$ cat src/rtl/core/tpi_pkg.sv
// Shared types and constants for the triangle/plane slicer.
// No dependencies; every other file in rtl/core imports this package.
package tpi_pkg;

  // Coordinate format of the ports (two's complement).
  localparam int COORD_WIDTH = 32;
  // Magnitude of a plane-relative difference.
  localparam int MAG_W = COORD_WIDTH + 1;
  // Magnitude of a height difference between two vertices.
  localparam int DIV_W = COORD_WIDTH + 2;
  // Interpolator latency: product register, one register per quotient bit, sum register.
  localparam int LANE_LAT = MAG_W + 2;
  // Default depth of the queue between classifier and interpolators.
  localparam int TPI_QUEUE_DEPTH = 4;

  // Result kinds.
  localparam logic [1:0] HIT_NONE   = 2'd0;
  localparam logic [1:0] HIT_CROSS  = 2'd1;
  localparam logic [1:0] HIT_EDGE   = 2'd2;
  localparam logic [1:0] HIT_VERTEX = 2'd3;

  typedef struct packed {
    logic signed [COORD_WIDTH-1:0] vertex_a_x;
    logic signed [COORD_WIDTH-1:0] vertex_a_y;
    logic signed [COORD_WIDTH-1:0] vertex_a_z;
    logic signed [COORD_WIDTH-1:0] vertex_b_x;
    logic signed [COORD_WIDTH-1:0] vertex_b_y;
    logic signed [COORD_WIDTH-1:0] vertex_b_z;
    logic signed [COORD_WIDTH-1:0] vertex_c_x;
    logic signed [COORD_WIDTH-1:0] vertex_c_y;
    logic signed [COORD_WIDTH-1:0] vertex_c_z;
    logic signed [COORD_WIDTH-1:0] plane_height;
  } tri_in_t;

  typedef struct packed {
    logic [1:0]                    hit_kind;
    logic signed [COORD_WIDTH-1:0] start_x;
    logic signed [COORD_WIDTH-1:0] start_y;
    logic signed [COORD_WIDTH-1:0] end_x;
    logic signed [COORD_WIDTH-1:0] end_y;
  } seg_out_t;

  // One coordinate job: base + sign * trunc(a * b / d).
  typedef struct packed {
    logic [COORD_WIDTH-1:0] base;
    logic [MAG_W-1:0]       mag_b;
    logic                   neg;
  } coord_job_t;

  // One segment end: both coordinates share the height terms.
  typedef struct packed {
    logic [MAG_W-1:0] mag_a;
    logic [DIV_W-1:0] mag_d;
    coord_job_t       cx;
    coord_job_t       cy;
  } point_job_t;

  // Classified triangle as it waits in the queue.
  typedef struct packed {
    logic [1:0] hit_kind;
    point_job_t p0;
    point_job_t p1;
  } tri_job_t;

endpackage

$ cat src/rtl/core/tpi_queue.sv
// Short queue of classified triangles between classifier and interpolators.
// Depends on tpi_pkg.
module tpi_queue import tpi_pkg::*; #(
  parameter int DEPTH = TPI_QUEUE_DEPTH
) (
  input  logic     clk,
  input  logic     rst,
  input  logic     wr_en,
  input  tri_job_t wr_data,
  output logic     full,
  input  logic     rd_en,
  output tri_job_t rd_data,
  output logic     empty
);

  localparam int PW = (DEPTH > 1) ? $clog2(DEPTH) : 1;
  localparam int CW = $clog2(DEPTH + 1);
  localparam logic [PW-1:0] LAST = PW'(DEPTH - 1);

  tri_job_t        entries [DEPTH];
  logic [PW-1:0]   wr_ptr;
  logic [PW-1:0]   rd_ptr;
  logic [CW-1:0]   count;

  assign full    = (count == CW'(DEPTH));
  assign empty   = (count == '0);
  assign rd_data = entries[rd_ptr];

  // Storage, written on an input transfer.
  always_ff @(posedge clk) begin
    if (wr_en) begin
      entries[wr_ptr] <= wr_data;
    end
  end

  // Pointers and fill count.
  always_ff @(posedge clk) begin
    if (rst) begin
      wr_ptr <= '0;
      rd_ptr <= '0;
      count  <= '0;
    end else begin
      if (wr_en) begin
        wr_ptr <= (wr_ptr == LAST) ? '0 : wr_ptr + 1'b1;
      end
      if (rd_en) begin
        rd_ptr <= (rd_ptr == LAST) ? '0 : rd_ptr + 1'b1;
      end
      if (wr_en && !rd_en) begin
        count <= count + 1'b1;
      end else if (rd_en && !wr_en) begin
        count <= count - 1'b1;
      end
    end
  end

endmodule

$ cat config.mk
export PLATFORM = sky130hd
export DESIGN_NAME = tpi_queue
export DESIGN_NICKNAME = d
export VERILOG_FILES = /design/src/rtl/core/tpi_pkg.sv /design/src/rtl/core/tpi_queue.sv
export SDC_FILE = /design/constraint.sdc
export NUM_CORES = 1
export LEC_CHECK = 0
export BUFFER_PORTS_ARGS = -buffer_cell sky130_fd_sc_hd__buf_2
export CELL_PAD_IN_SITES_DETAIL_PLACEMENT = 0
export CELL_PAD_IN_SITES_GLOBAL_PLACEMENT = 1
export CORE_MARGIN = 1.5
export CORE_UTILIZATION = 40
export CTS_CLUSTER_DIAMETER = 80
export CTS_CLUSTER_SIZE = 10
export DETAILED_ROUTE_END_ITERATION = 10
export GPL_ROUTABILITY_DRIVEN = 0
export PLACE_DENSITY_LB_ADDON = 0.12
export SLEW_MARGIN = 10
export SYNTH_ARGS = -nofsm -noshare
export SYNTH_HDL_FRONTEND = slang
export SYNTH_SLANG_ARGS = --single-unit
$ cat constraint.sdc
create_clock -name clk -period 14.5 [get_ports clk]
set_input_delay 1.45 -clock clk [delete_from_list [all_inputs] [get_ports clk]]
set_output_delay 1.45 -clock clk [all_outputs]
set_load 0.05 [all_outputs]
# Word-level counts from Yosys, hierarchy flattened
# Memory sizes are Yosys's and may differ from the RTL's. A register that Yosys moved wholly into a read port is not among the register bits.
# Cells that the tools add are included.
[totals] register_bits=7 ram_bits=1600 in_bits=404 output_inout_bits=402 elab_cells=25 memories=1
[memory_table] memory="entries" depth=4 width=400 read_ports=1 rd_ports_with_merged_regs=1 wr=1 line="tpi_queue.sv:20" source="tri_job_t entries [DEPTH];"
[classes] n_addsub=4 n_eq_ne=3 mux=8 n_reduce_logical=6
[ops] op="two-way mux 2 bit" count=4
[ops] op="two-way mux 3 bit" count=2
[ops] op="adder 2 x 1 -> 2 bit, second input constant" count=2
[ops] op="equality test 2 bit, second input constant" count=2
[ops] op="adder 3 x 1 -> 3 bit, second input constant" count=1
[ops] op="equality test 3 bit, second input constant" count=1
[ops] op="zero test 3 bit" count=1
[ops] op="subtractor 3 x 1 -> 3 bit, second input constant" count=1
[ops] op="logical AND 1 bit" count=2
[ops] op="zero test 1 bit" count=2
[ops] op="two-way mux 1 bit" count=2
[ops] op="nonzero test 2 bit" count=1

# Logic depth before layout (Yosys ltp)
[depth] ltp_word=4 ltp_mapped=7 ltp_nobuf=7

# Worst setup path before layout
# OpenSTA, ideal clock, no wires.
[synth_path] kind="input port to flip-flop" from="in wr_en" to="mem entries[0][0] in the netlist's numbering, enable pin" setup_ps=813 arrival_ps=10445 required_ps=13687 slack_ps=3242 stages=1 path_buffers=0 cell_sequence="and2_1"
[synth_via] elab_chain_cells=2
[synth_lines] item="start: declaration" line="tpi_queue.sv:8" source="input logic wr_en,"
[synth_lines] item="two-way mux 1 bit" line="tpi_queue.sv:31" source="if (wr_en) begin"
[synth_lines] item="two-way mux 1 bit (implied by the code)" line="tpi_queue.sv:32" source="entries[wr_ptr] <= wr_data;"
[synth_lines] item="end: declaration" line="tpi_queue.sv:20"
# No other way between the ends.

==> parameters.txt <==
Parameter                              Value

Finish
  Layout Nets    3469
  Share of layout cells above drive strength 1    46.4%
  Layout overhead on the synthesized area    18.0%
  Post-route non-filler standard cell count    5040
  Multi-input gate area in the final layout    0.00926 mm2
  Final Util    47.5%
  FF/Latch Area    0.0482 mm2
  Fillcell total    11900
  Final design instance area without fill    0.0692 mm2

Yosys
  Total nets after synthesis    2545
  Mapped cell area    0.0586 mm2
  Synthesized instance count    2134
  Sequential cell area fraction in the yosys report    82.3%
  FF+latch count, synth    1609
  Synthesized area per cell    27.5 um2
  Syn. warnings    0
  Post-synth cell types    19

GRT
  Number of global-route vias before repair    27900
  Grt total ovfl    0
  All-layer global routing usage    17.9%
  Pin count of the biggest net entering global routing    156
  Wire length of the first global-routing pass    192000 um
  Number of antenna violations at the first check in global routing    87

Placement
  Area of placed instances    0.0643 mm2
  HPWL Detailed    84000 um
  Count of buffers inserted at the top-level ports    805
  Inst Count DP    4794

Setup path
  Crit end category    output pin
  Data arrival time of the critical path    4.91 ns
  CP Buf/Inv Count    4
  Top cell by count, worst path    sky130_fd_sc_hd__buf_4
  Critical Path RT    13.05 ns
  Worst r2r dst    entries[3][139]$_DFFE_PP_
  Reg-to-reg critical path startpoint    wr_ptr[0]$_SDFFE_PP0P_
  Critical path startpoint category    register
  Kind of cell adding the most delay to the critical path    buffers and inverters
  Largest stage delay on the critical path    0.88 ns
  Critical setup path kind    reg -> out
  CP max FO    66
  Crit-path slowest cell    sky130_fd_sc_hd__buf_4
  CP Cell Sequence    buf_4 -> buf_4 -> buf_4 -> mux4_2 -> buf_2
  Worst reg2reg path depth    5
  Worst R2R Setup Slack    10.22 ns

Status
  Outcome    complete, no violations

STA
  Fraction of the cycle the final worst path needs    43.9%
  Number of hold violations in the final report    0
  Setup repair after global routing missed its margin    no
  Summed negative setup slack over all endpoints    0 ns
  Final count of negative-setup-slack endpoints    0
  Largest clock skew in the final design    0.0221 ns
  Worst Max-Slew Pin Slew    1.21 ns
  Upper clock frequency limit    0.157 GHz
  Final critical path time including I/O delays and setup    6.36 ns
  Worst slew margin relative to its limit    19.7%
  Slew Limit Fails    0

Floorplan
  Die extent in y    386 um
  Die Span X    386 um
  Die area    0.149 mm2
  Initial Utilization    40.3%
  Count of standard-cell rows    140
  Number of top-level pins    806
  Core box area    0.146 mm2

Clocking
  Clock tree from TritonCTS    built
  Reg clk slew, reported paths    0.06 ns
  Hold Buf Count CTS    0
  CTS buffer count    179
  Number of cells upsized or downsized after cts    0
  Number of H-tree levels    4
  Post CTS Setup Buffer Count    0
  # clock sinks    1609
  Clk Latency, worst-skew pair    0.76 ns
  Clock Tree Root    sky130_fd_sc_hd__clkbuf_16
  Max Root-Sink Buffers    3

Power
  Share of total power consumed by net switching    25.3%
  Share of total power in sequential cells    50.8%
  Power density of the placed cells    153 mW/mm2
  Int Power    7.93 mW
  Net switching power    2.68 mW
  Power Total    10.6 mW
  Static leakage    22.8 nW
  Clk network pwr share    36.6%
  VDD IR max    114 uV
  Combinational share of power    12.6%

Routing
  Routed length per instance    26.7 um
  Routed Antenna Nets    0
  Average via count per standard cell    5.21
  Wire length reported by the detailed router    135000 um
  Violation count after the first detailed-routing iteration    1635
  Via count    26300
  Drt first pass iters    5
  Remaining routing DRC violations    0

Min path
  Cell depth of the worst hold path    2
  Hold Startpoint    count[2]$_SDFFE_PP0P_
  Worst hold path endpoint    count[2]$_SDFFE_PP0P_
  Hold WC Path Type    reg -> reg

Run
  Max_cap viols    0
## worst reg2reg max path: cells and delay by family (launching register included)
| kind | cells | cell delay [ns] |
|---|---|---|
| buffers and inverters | 3 | 2.55 |
| AND/OR/NAND/NOR | 1 | 0.69 |
| flip-flops | 1 | 0.40 |
| adder cells (fa/ha/maj) | 1 | 0.20 |
## cell usage after synthesis, drive strengths merged
library cell / n / area (um2)
and2: 4 / 25.0
nor3: 1 / 5.00
or3: 1 / 6.26
o21ai: 1 / 5.00
mux4: 400 / 9010
ha: 6 / 75.1
clkbuf: 1 / 3.75
dfxtp: 9 / 180
buf: 89 / 1110
inv: 4 / 15.0
xor2: 2 / 17.5
edfxtp: 1600 / 48000
fa: 1 / 20.0
a21oi: 2 / 10.0
nor3b: 2 / 15.0
mux2i: 4 / 40.0
nor2: 7 / 26.3
## per-stage QoR
step / hold slack, ns / setup slack, ns
2_1_floorplan: 0.460 / 3.24
4_1_cts: 0.523 / 7.95
5_1_grt: 0.565 / 7.87
3_5_place_dp: 0.514 / 8.82
6_report: 0.524 / 8.14
3_3_place_gp: 0.478 / 8.84
## power groups by stage
stage                     clock network [mW]  registers (mW)  logic [mW]
final                                   3.88            5.39        1.34
after global routing                    4.17            5.41        1.40
after CTS                               4.01            5.39        1.36
after detailed placement                   0            5.49        1.36
after global placement                     0            5.48        1.35
after floorplan                            0            5.55       0.982
## cell families (layout without fill, tap and decap cells)
logic type	Yosys count	after routing	synth area share (%)
xor gates and xnor gates	2	2	0.0299
buffers and inverters	94	1051	1.93
AOI/OAI and AO/OA	3	3	0.0256
muxes	404	404	15.4
and+or+nand+nor	15	15	0.132
other	0	32	0
DFF	1609	1609	82.3
adders and majority gates	7	7	0.162
## cells in the final DEF (no fill, tap or decap), types with 4 or more instances in the layout
| cell type | instances |
|---|---|
| sky130_fd_sc_hd__clkbuf_1 | 18 |
| sky130_fd_sc_hd__dfxtp_1 | 7 |
| sky130_fd_sc_hd__diode_2 | 32 |
| sky130_fd_sc_hd__clkbuf_16 | 181 |
| sky130_fd_sc_hd__inv_6 | 6 |
| sky130_fd_sc_hd__ha_1 | 6 |
| sky130_fd_sc_hd__buf_4 | 20 |
| sky130_fd_sc_hd__edfxtp_1 | 1600 |
| sky130_fd_sc_hd__mux4_2 | 400 |
| sky130_fd_sc_hd__clkinv_16 | 4 |
| sky130_fd_sc_hd__buf_12 | 8 |
| sky130_fd_sc_hd__and2_4 | 4 |
| sky130_fd_sc_hd__nor2_1 | 7 |
| sky130_fd_sc_hd__inv_1 | 4 |
| sky130_fd_sc_hd__mux2i_1 | 4 |
| sky130_fd_sc_hd__buf_2 | 805 |
## registers in the layout, summed over array words and instances, names as in the netlist, named ones only
register  count
count         3
entries    1600
rd_ptr        2
wr_ptr        2
## layout make-up
class / count / share of cell area, %
Timing Repair Buffer: 833 / 6.27
Sequential cell: 1609 / 69.7
Inverter: 4 / 0.0217
Tap cell: 1917 / 3.47
Clock inverter: 15 / 0.355
Antenna cell: 32 / 0.116
Multi-Input combinational cell: 431 / 13.4
Clock buffer: 199 / 6.65
## how the worst max path moves through the flow
stage	to	slack, ns	cells after the start
final	rd_data[138]	8.14	5
after detailed placement	rd_data[138]	8.82	5
after global placement	rd_data[138]	8.84	5
after global routing	rd_data[138]	7.87	5
after floorplan	entries[0][0]$_DFFE_PP_	3.24	1
after CTS	rd_data[138]	7.95	5
## per-layer routing
metal	routed length, um	vias to the layer above	global-route usage, %
met2	68600	851	30.0
met4	4290	56	6.20
met1	50000	13900	21.2
li1	-	11200	-
met5	366	-	0
met3	11400	305	6.55
Power figures use the tool's default switching activity.
