$ cat src/rtl/core/tpi_pkg.sv
// Shared types and constants for the triangle/plane slicer.
// No dependencies; every other file in rtl/core imports this package.
package tpi_pkg;

  // Coordinate format of the ports (two's complement).
  localparam int COORD_WIDTH = 32;
  // Magnitude of a plane-relative difference.
  localparam int MAG_W = COORD_WIDTH + 1;
  // Magnitude of a height difference between two vertices.
  localparam int DIV_W = COORD_WIDTH + 2;
  // Interpolator latency: product register, one register per quotient bit, sum register.
  localparam int LANE_LAT = MAG_W + 2;
  // Default depth of the queue between classifier and interpolators.
  localparam int TPI_QUEUE_DEPTH = 4;

  // Result kinds.
  localparam logic [1:0] HIT_NONE   = 2'd0;
  localparam logic [1:0] HIT_CROSS  = 2'd1;
  localparam logic [1:0] HIT_EDGE   = 2'd2;
  localparam logic [1:0] HIT_VERTEX = 2'd3;

  typedef struct packed {
    logic signed [COORD_WIDTH-1:0] vertex_a_x;
    logic signed [COORD_WIDTH-1:0] vertex_a_y;
    logic signed [COORD_WIDTH-1:0] vertex_a_z;
    logic signed [COORD_WIDTH-1:0] vertex_b_x;
    logic signed [COORD_WIDTH-1:0] vertex_b_y;
    logic signed [COORD_WIDTH-1:0] vertex_b_z;
    logic signed [COORD_WIDTH-1:0] vertex_c_x;
    logic signed [COORD_WIDTH-1:0] vertex_c_y;
    logic signed [COORD_WIDTH-1:0] vertex_c_z;
    logic signed [COORD_WIDTH-1:0] plane_height;
  } tri_in_t;

  typedef struct packed {
    logic [1:0]                    hit_kind;
    logic signed [COORD_WIDTH-1:0] start_x;
    logic signed [COORD_WIDTH-1:0] start_y;
    logic signed [COORD_WIDTH-1:0] end_x;
    logic signed [COORD_WIDTH-1:0] end_y;
  } seg_out_t;

  // One coordinate job: base + sign * trunc(a * b / d).
  typedef struct packed {
    logic [COORD_WIDTH-1:0] base;
    logic [MAG_W-1:0]       mag_b;
    logic                   neg;
  } coord_job_t;

  // One segment end: both coordinates share the height terms.
  typedef struct packed {
    logic [MAG_W-1:0] mag_a;
    logic [DIV_W-1:0] mag_d;
    coord_job_t       cx;
    coord_job_t       cy;
  } point_job_t;

  // Classified triangle as it waits in the queue.
  typedef struct packed {
    logic [1:0] hit_kind;
    point_job_t p0;
    point_job_t p1;
  } tri_job_t;

endpackage

$ cat src/rtl/core/tpi_front.sv
// Classifier: sorts vertices against the plane and sets up the interpolation jobs.
// Depends on tpi_pkg.
module tpi_front import tpi_pkg::*; (
  input  tri_in_t  tri_in,
  output tri_job_t job
);

  localparam int W = COORD_WIDTH;

  // Crossing point setup on edge (i, j).
  function automatic point_job_t edge_job(input logic signed [W-1:0] xi, input logic signed [W-1:0] yi,
                                          input logic signed [W:0] zi, input logic signed [W-1:0] xj,
                                          input logic signed [W-1:0] yj, input logic signed [W:0] zj);
    point_job_t          p;
    logic signed [W:0]   dx;
    logic signed [W:0]   dy;
    logic signed [W+1:0] dz;
    dx = {xj[W-1], xj} - {xi[W-1], xi};
    dy = {yj[W-1], yj} - {yi[W-1], yi};
    dz = {zi[W], zi} - {zj[W], zj};
    p.mag_a    = zi[W] ? MAG_W'(-zi) : MAG_W'(zi);
    p.mag_d    = dz[W+1] ? DIV_W'(-dz) : DIV_W'(dz);
    p.cx.base  = xi;
    p.cx.mag_b = dx[W] ? MAG_W'(-dx) : MAG_W'(dx);
    p.cx.neg   = dx[W];
    p.cy.base  = yi;
    p.cy.mag_b = dy[W] ? MAG_W'(-dy) : MAG_W'(dy);
    p.cy.neg   = dy[W];
    return p;
  endfunction

  // A vertex passes through unchanged: a zero product over a unit divisor.
  function automatic point_job_t vert_job(input logic signed [W-1:0] xv,
                                          input logic signed [W-1:0] yv);
    point_job_t p;
    p          = '0;
    p.mag_d    = DIV_W'(1);
    p.cx.base  = xv;
    p.cy.base  = yv;
    return p;
  endfunction

  logic signed [W-1:0] x [3];
  logic signed [W-1:0] y [3];
  logic signed [W:0]   z [3];
  logic [2:0]          sz;
  logic [2:0]          sp;
  logic [1:0]          n_zero;
  point_job_t          e0, e1, e2, none;
  logic                c0, c1, c2;

  // Heights relative to the plane and their signs.
  always_comb begin
    x[0] = tri_in.vertex_a_x;  y[0] = tri_in.vertex_a_y;
    x[1] = tri_in.vertex_b_x;  y[1] = tri_in.vertex_b_y;
    x[2] = tri_in.vertex_c_x;  y[2] = tri_in.vertex_c_y;
    z[0] = {tri_in.vertex_a_z[W-1], tri_in.vertex_a_z} - {tri_in.plane_height[W-1], tri_in.plane_height};
    z[1] = {tri_in.vertex_b_z[W-1], tri_in.vertex_b_z} - {tri_in.plane_height[W-1], tri_in.plane_height};
    z[2] = {tri_in.vertex_c_z[W-1], tri_in.vertex_c_z} - {tri_in.plane_height[W-1], tri_in.plane_height};
    for (int k = 0; k < 3; k++) begin
      sz[k] = (z[k] == '0);
      sp[k] = !z[k][W] && !sz[k];
    end
    n_zero = 2'({1'b0, sz[0]} + {1'b0, sz[1]} + {1'b0, sz[2]});
  end

  // Edge jobs in the order (a,c), (b,a), (c,b).
  always_comb begin
    e0   = edge_job(x[0], y[0], z[0], x[2], y[2], z[2]);
    e1   = edge_job(x[1], y[1], z[1], x[0], y[0], z[0]);
    e2   = edge_job(x[2], y[2], z[2], x[1], y[1], z[1]);
    none = vert_job('0, '0);
    c0   = sp[0] != sp[2];
    c1   = sp[1] != sp[0];
    c2   = sp[2] != sp[1];
  end

  // Case selection.
  always_comb begin
    job.hit_kind = HIT_NONE;
    job.p0       = none;
    job.p1       = none;
    case (n_zero)
      2'd0: begin
        if (c0 || c1 || c2) begin
          job.hit_kind = HIT_CROSS;
          job.p0       = c0 ? e0 : e1;
          job.p1       = (c0 && c1) ? e1 : e2;
        end
      end
      2'd1: begin
        // Vertex on the plane: the opposite edge must straddle it.
        if (sz[0] && c2) begin
          job.hit_kind = HIT_VERTEX;
          job.p0       = vert_job(x[0], y[0]);
          job.p1       = edge_job(x[2], y[2], z[2], x[1], y[1], z[1]);
        end else if (sz[1] && c0) begin
          job.hit_kind = HIT_VERTEX;
          job.p0       = vert_job(x[1], y[1]);
          job.p1       = edge_job(x[0], y[0], z[0], x[2], y[2], z[2]);
        end else if (sz[2] && c1) begin
          job.hit_kind = HIT_VERTEX;
          job.p0       = vert_job(x[2], y[2]);
          job.p1       = edge_job(x[1], y[1], z[1], x[0], y[0], z[0]);
        end
      end
      2'd2: begin
        job.hit_kind = HIT_EDGE;
        if (sz[0]) begin
          job.p0 = vert_job(x[0], y[0]);
          job.p1 = sz[1] ? vert_job(x[1], y[1]) : vert_job(x[2], y[2]);
        end else begin
          job.p0 = vert_job(x[1], y[1]);
          job.p1 = vert_job(x[2], y[2]);
        end
      end
      default: begin
        job.hit_kind = HIT_NONE;
      end
    endcase
  end

endmodule

$ cat config.mk
export PLATFORM = sky130hd
export DESIGN_NAME = tpi_front
export DESIGN_NICKNAME = d
export VERILOG_FILES = /design/src/rtl/core/tpi_pkg.sv /design/src/rtl/core/tpi_front.sv
export SDC_FILE = /design/constraint.sdc
export NUM_CORES = 2
export LEC_CHECK = 0
export BUFFER_PORTS_ARGS = -buffer_cell sky130_fd_sc_hd__buf_2
export CELL_PAD_IN_SITES_DETAIL_PLACEMENT = 1
export CELL_PAD_IN_SITES_GLOBAL_PLACEMENT = 2
export CORE_ASPECT_RATIO = 1.1
export CORE_MARGIN = 5
export CORE_UTILIZATION = 29
export DETAILED_ROUTE_END_ITERATION = 8
export PLACE_DENSITY = 0.84
export SLEW_MARGIN = 20
export SYNTH_ARGS = -nofsm -noshare
export SYNTH_HDL_FRONTEND = slang
export SYNTH_SLANG_ARGS = --single-unit
$ cat constraint.sdc
create_clock -name vclk -period 7.15
set_input_delay 1.0725 -clock vclk [all_inputs]
set_output_delay 1.0725 -clock vclk [all_outputs]
set_load 0.1 [all_outputs]
-- Word-level counts from Yosys, hierarchy flattened
Cells that the tools add are included.
- flip-flop bits (word level): 0
- output and inout port bits: 400
- input port bits: 320
- word-level logic and storage cells: 72
- reductions and logical operators: 19
- multiplexer cells: 22
- add/subtract/negate cells: 26
- equal/unequal tests: 5
- operator list (operator ; count):
    2-to-1 mux 400 bit ; 3
    case mux 398 bit (3 select lines) ; 1
    2-to-1 mux 399 bit ; 1
    2-to-1 mux 199 bit ; 2
    2-to-1 mux 331 bit ; 1
    2-to-1 mux 33 bit ; 9
    negator 33 bit ; 9
    subtractor 32 x 32 -> 33 bit ; 9
    2-to-1 mux 132 bit ; 1
    2-to-1 mux 34 bit ; 3
    negator 34 bit ; 3
    subtractor 33 x 33 -> 34 bit ; 3
    logical NOT 33 bit ; 3
    logical AND 1 bit ; 7
    logical NOT 1 bit ; 6
    case mux 2 bit (3 select lines) ; 1
    != test 1 bit ; 3
    adder 1 x 1 -> 2 bit ; 1
    adder 2 x 1 -> 2 bit ; 1
    equality test 2 x 1 -> 1 bit (second input constant) ; 1
    equality test 2 bit (second input constant) ; 1
    logical NOT 2 bit ; 1
    logical OR 1 bit ; 2

-- Longest topological paths before layout
- word-level depth: 10
- depth in mapped cells: 28
- gate-level depth less buffers: 27

-- Worst setup path after synthesis
No wires, ideal clock.
- path type: input port to output port
- start: input tri_in[224] (netlist name)
- end: output job[159] (netlist name)
- setup slack: -2.386 ns
- required time: 6.077 ns
- stages: 24
- data arrival time: 8.463 ns
- path buffers: 3
- cells stage by stage: inv_1 -> ha_1 -> fa_1 -> and2b_1 -> o2111a_2 -> o41ai_4 -> or4b_1 -> o211a_1 -> buf_6 -> a2111oi_4 -> o31ai_2 -> or3_4 -> nor4b_4 -> and2_1 -> inv_1 -> fa_1 -> inv_1 -> ha_1 -> clkbuf_1 -> o2111a_1 -> and2_1 -> clkbuf_1 -> nand2_1 -> o21ai_0
- RTL lines (item ; line ; RTL):
    start: declaration ; tpi_front.sv:4 ; input tri_in_t tri_in,
    end: declaration ; tpi_front.sv:5 ; output tri_job_t job

==> results.py <==
metrics = {
    "floorplan": {
        "core_um2": 148100,
        "die_w_um": 378.5,
        "start_util": 0.2924,
        "pin_count": 720,
        "num_rows": 148,
        "fp.dieArea_um2": 157200,
        "die_h_um": 415.4,
    },
    "worst_setup_path": {
        "endpoint_kind": "output pin",
        "arrival_ps": 8550,
        "start_kind": "input port",
        "crit_type": "input port to output pin",
        "crit_top_cell": "buf_12",
        "worstPathRequired_ps": 6080,
        "slowest_stage": "nor4b_4",
        "crit_path_max_fanout": 8,
        "slowest_delay_ps": 670,
    },
    "global_routing": {
        "gr-total-overflow": 0,
        "first_global_vias": 71974,
        "grt.total_usage": 0.3925,
        "grt_pass1_wl_um": 471400,
        "antenna_found_initial": 39,
        "grt_max_degree": 48,
    },
    "final_layout": {
        "area_growth_pct": 84.52,
        "numSequentialCells": 0,
        "multiInputGateArea_um2": 47620,
        "drive_above_1_share": 0.4241,
        "fillCellCount": 17632,
        "regArea_um2": 0,
        "utilization": 0.5396,
        "nets": 9798,
        "clkbuf_count": 0,
    },
    "sta": {
        "finalSetupTns_ps": -865750,
        "clock.fmax_mhz": 103.9,
        "fin_ws_ps": -2472,
        "maxSlewHeadroom": 0.3446,
        "finalHoldWorstSlack_ps": 2693,
        "worstMarginPinSlew_ps": 969.4,
        "finalMaxSlewViolations": 0,
        "min_period_ps": 9622,
        "rsz0062_at_grt": "true",
        "hold_viol_final": 0,
        "finalCritPeriodShare": 1.346,
        "setup_viol": 400,
    },
    "routing": {
        "vias": 73325,
        "ant_nets": 0,
        "vias_per_cell": 6.636,
        "drt_pass1_iterations": 9,
        "drt_iter0_markers": 9071,
        "drt-total-wl_um": 366700,
        "avgRoutedWirePerCell_um": 33.19,
        "drc": 0,
    },
    "yosys": {
        "yosys-top-cells-count": "719 x nor2_1, 603 x a21oi_1, 551 x nand2_1, 447 x inv_1, 432 x xnor2_1",
        "yosysMostFrequentCell": "nor2_1",
        "ys_seq_area_frac": 0,
        "yosys_warnings": 0,
        "synthTopCellsByArea": "ha_1 11%, xnor2_1 8.7%, a21oi_1 7.0%, nor2_1 6.2%, nand2_1 4.8%",
        "synth.top_cell.area_share": 0.1144,
        "synth.avg_cell_area_um2": 6.486,
        "synth_cell_types": 128,
        "syn_nets": 7408,
        "synth_top_cell_by_area": "ha_1",
        "synth_cells": 6679,
        "synth.cell_area_um2": 43320,
    },
    "power": {
        "power.density_nw_per_um2": 422.8,
        "leakagePower_uw": 0.03450,
        "vdd_drop_max_v": 0.0006952,
    },
    "run": {
        "maxCapViolCount": 0,
    },
    "status": {
        "violations": "negative setup slack",
        "outcome": "complete, but fails checks",
    },
    "cts": {
        "postCtsHoldBufs": 0,
    },
    "min_path": {
        "hold_class": "input port to output pin",
    },
    "placement": {
        "gp_congestion": 1.077,
        "io_buffers": 720,
        "dp_hpwl_um": 263300,
    },
}
cells by family after synthesis:
group	synth area share
compound gates	0.4139
xor+xnor	0.1332
fa+ha+maj	0.1204
buf+inv	0.07619
mux	0.01077
simple gates	0.2455
cell type report:
cell class / instances / share of cell area
multi-input cells: 5855 / 0.5957
well taps: 1950 / 0.03052
inverters: 457 / 0.02193
repair buffers: 2755 / 0.3508
diodes: 33 / 0.001033
worst max-delay path, delay by kind of cell:
kind | cells | cell delay (ps)
and+or+nand+nor | 10 | 4010
buffers and inverters | 12 | 1620
adders and majority gates | 3 | 1220
AOI/OAI and AO/OA | 3 | 610
power breakdown:
group / total (uW) / switching, uW / leakage (uW) / internal, uW
Combinational: 33800 / 21100 / 0.0345 / 12700
Clock: 0.000447 / 0 / 0.000000204 / 0.000447
Sequential: 0 / 0 / 0 / 0
Total: 33800 / 21100 / 0.0345 / 12700
repair_timing:
| action | 4_1_cts | 5_1_grt |
|---|---|---|
| pin swaps | 168 | 194 |
| setup buffers | 110 | 102 |
| setup endpoints to repair | 400 | 400 |
| gates resized for setup | 366 | 308 |
| cloned | 19 | 16 |
worst paths after layout:
| check | end | depth (start not counted) | slack (ps) | from |
|---|---|---|---|---|
| worst max-delay path | job[346] | 28 | -2470 | tri_in[7] |
| worst min-delay path | job[322] | 4 | 2690 | tri_in[311] |
layout by cell type, fill, tap and decap left out, types with 54 or more instances in the layout:
cell type / instances
a31oi_1: 70
o31ai_1: 55
a21o_1: 145
nor2b_1: 61
o21a_1: 88
xor2_1: 201
nand4_1: 54
xnor2_1: 408
nand3_1: 116
a211oi_1: 76
nand2_1: 522
buf_2: 317
ha_1: 375
nor2_1: 673
o211ai_1: 268
buf_6: 81
inv_1: 431
buf_4: 1742
and2_1: 57
nor3_1: 125
o21ai_0: 293
a21oi_1: 436
a211oi_4: 82
a21oi_4: 196
a221o_1: 71
nand2b_1: 63
a22oi_2: 131
buf_12: 558
through the flow:
stage | worst slack [ps] | instances | total power (uW) | area, um^2
after floorplan | -1310 | 6679 | 16890 | 49280
after global placement | -1526 | 10796 | 29310 | 74190
after detailed placement | -1770 | 10796 | 29940 | 74190
after CTS | -1123 | 10921 | 30980 | 77440
after global routing | -2440 | 11038 | 34220 | 79910
final | -2472 | 11050 | 33790 | 79940
layer usage:
metal	vias up	track usage	part of all wire
met5	-	0	0.00087
met4	22	0.2952	0.12
met3	2424	0.1025	0.13
met2	6028	0.6120	0.41
met1	35316	0.4601	0.34
li1	29535	-	-
No activity file was read; power rests on OpenSTA's default activity.
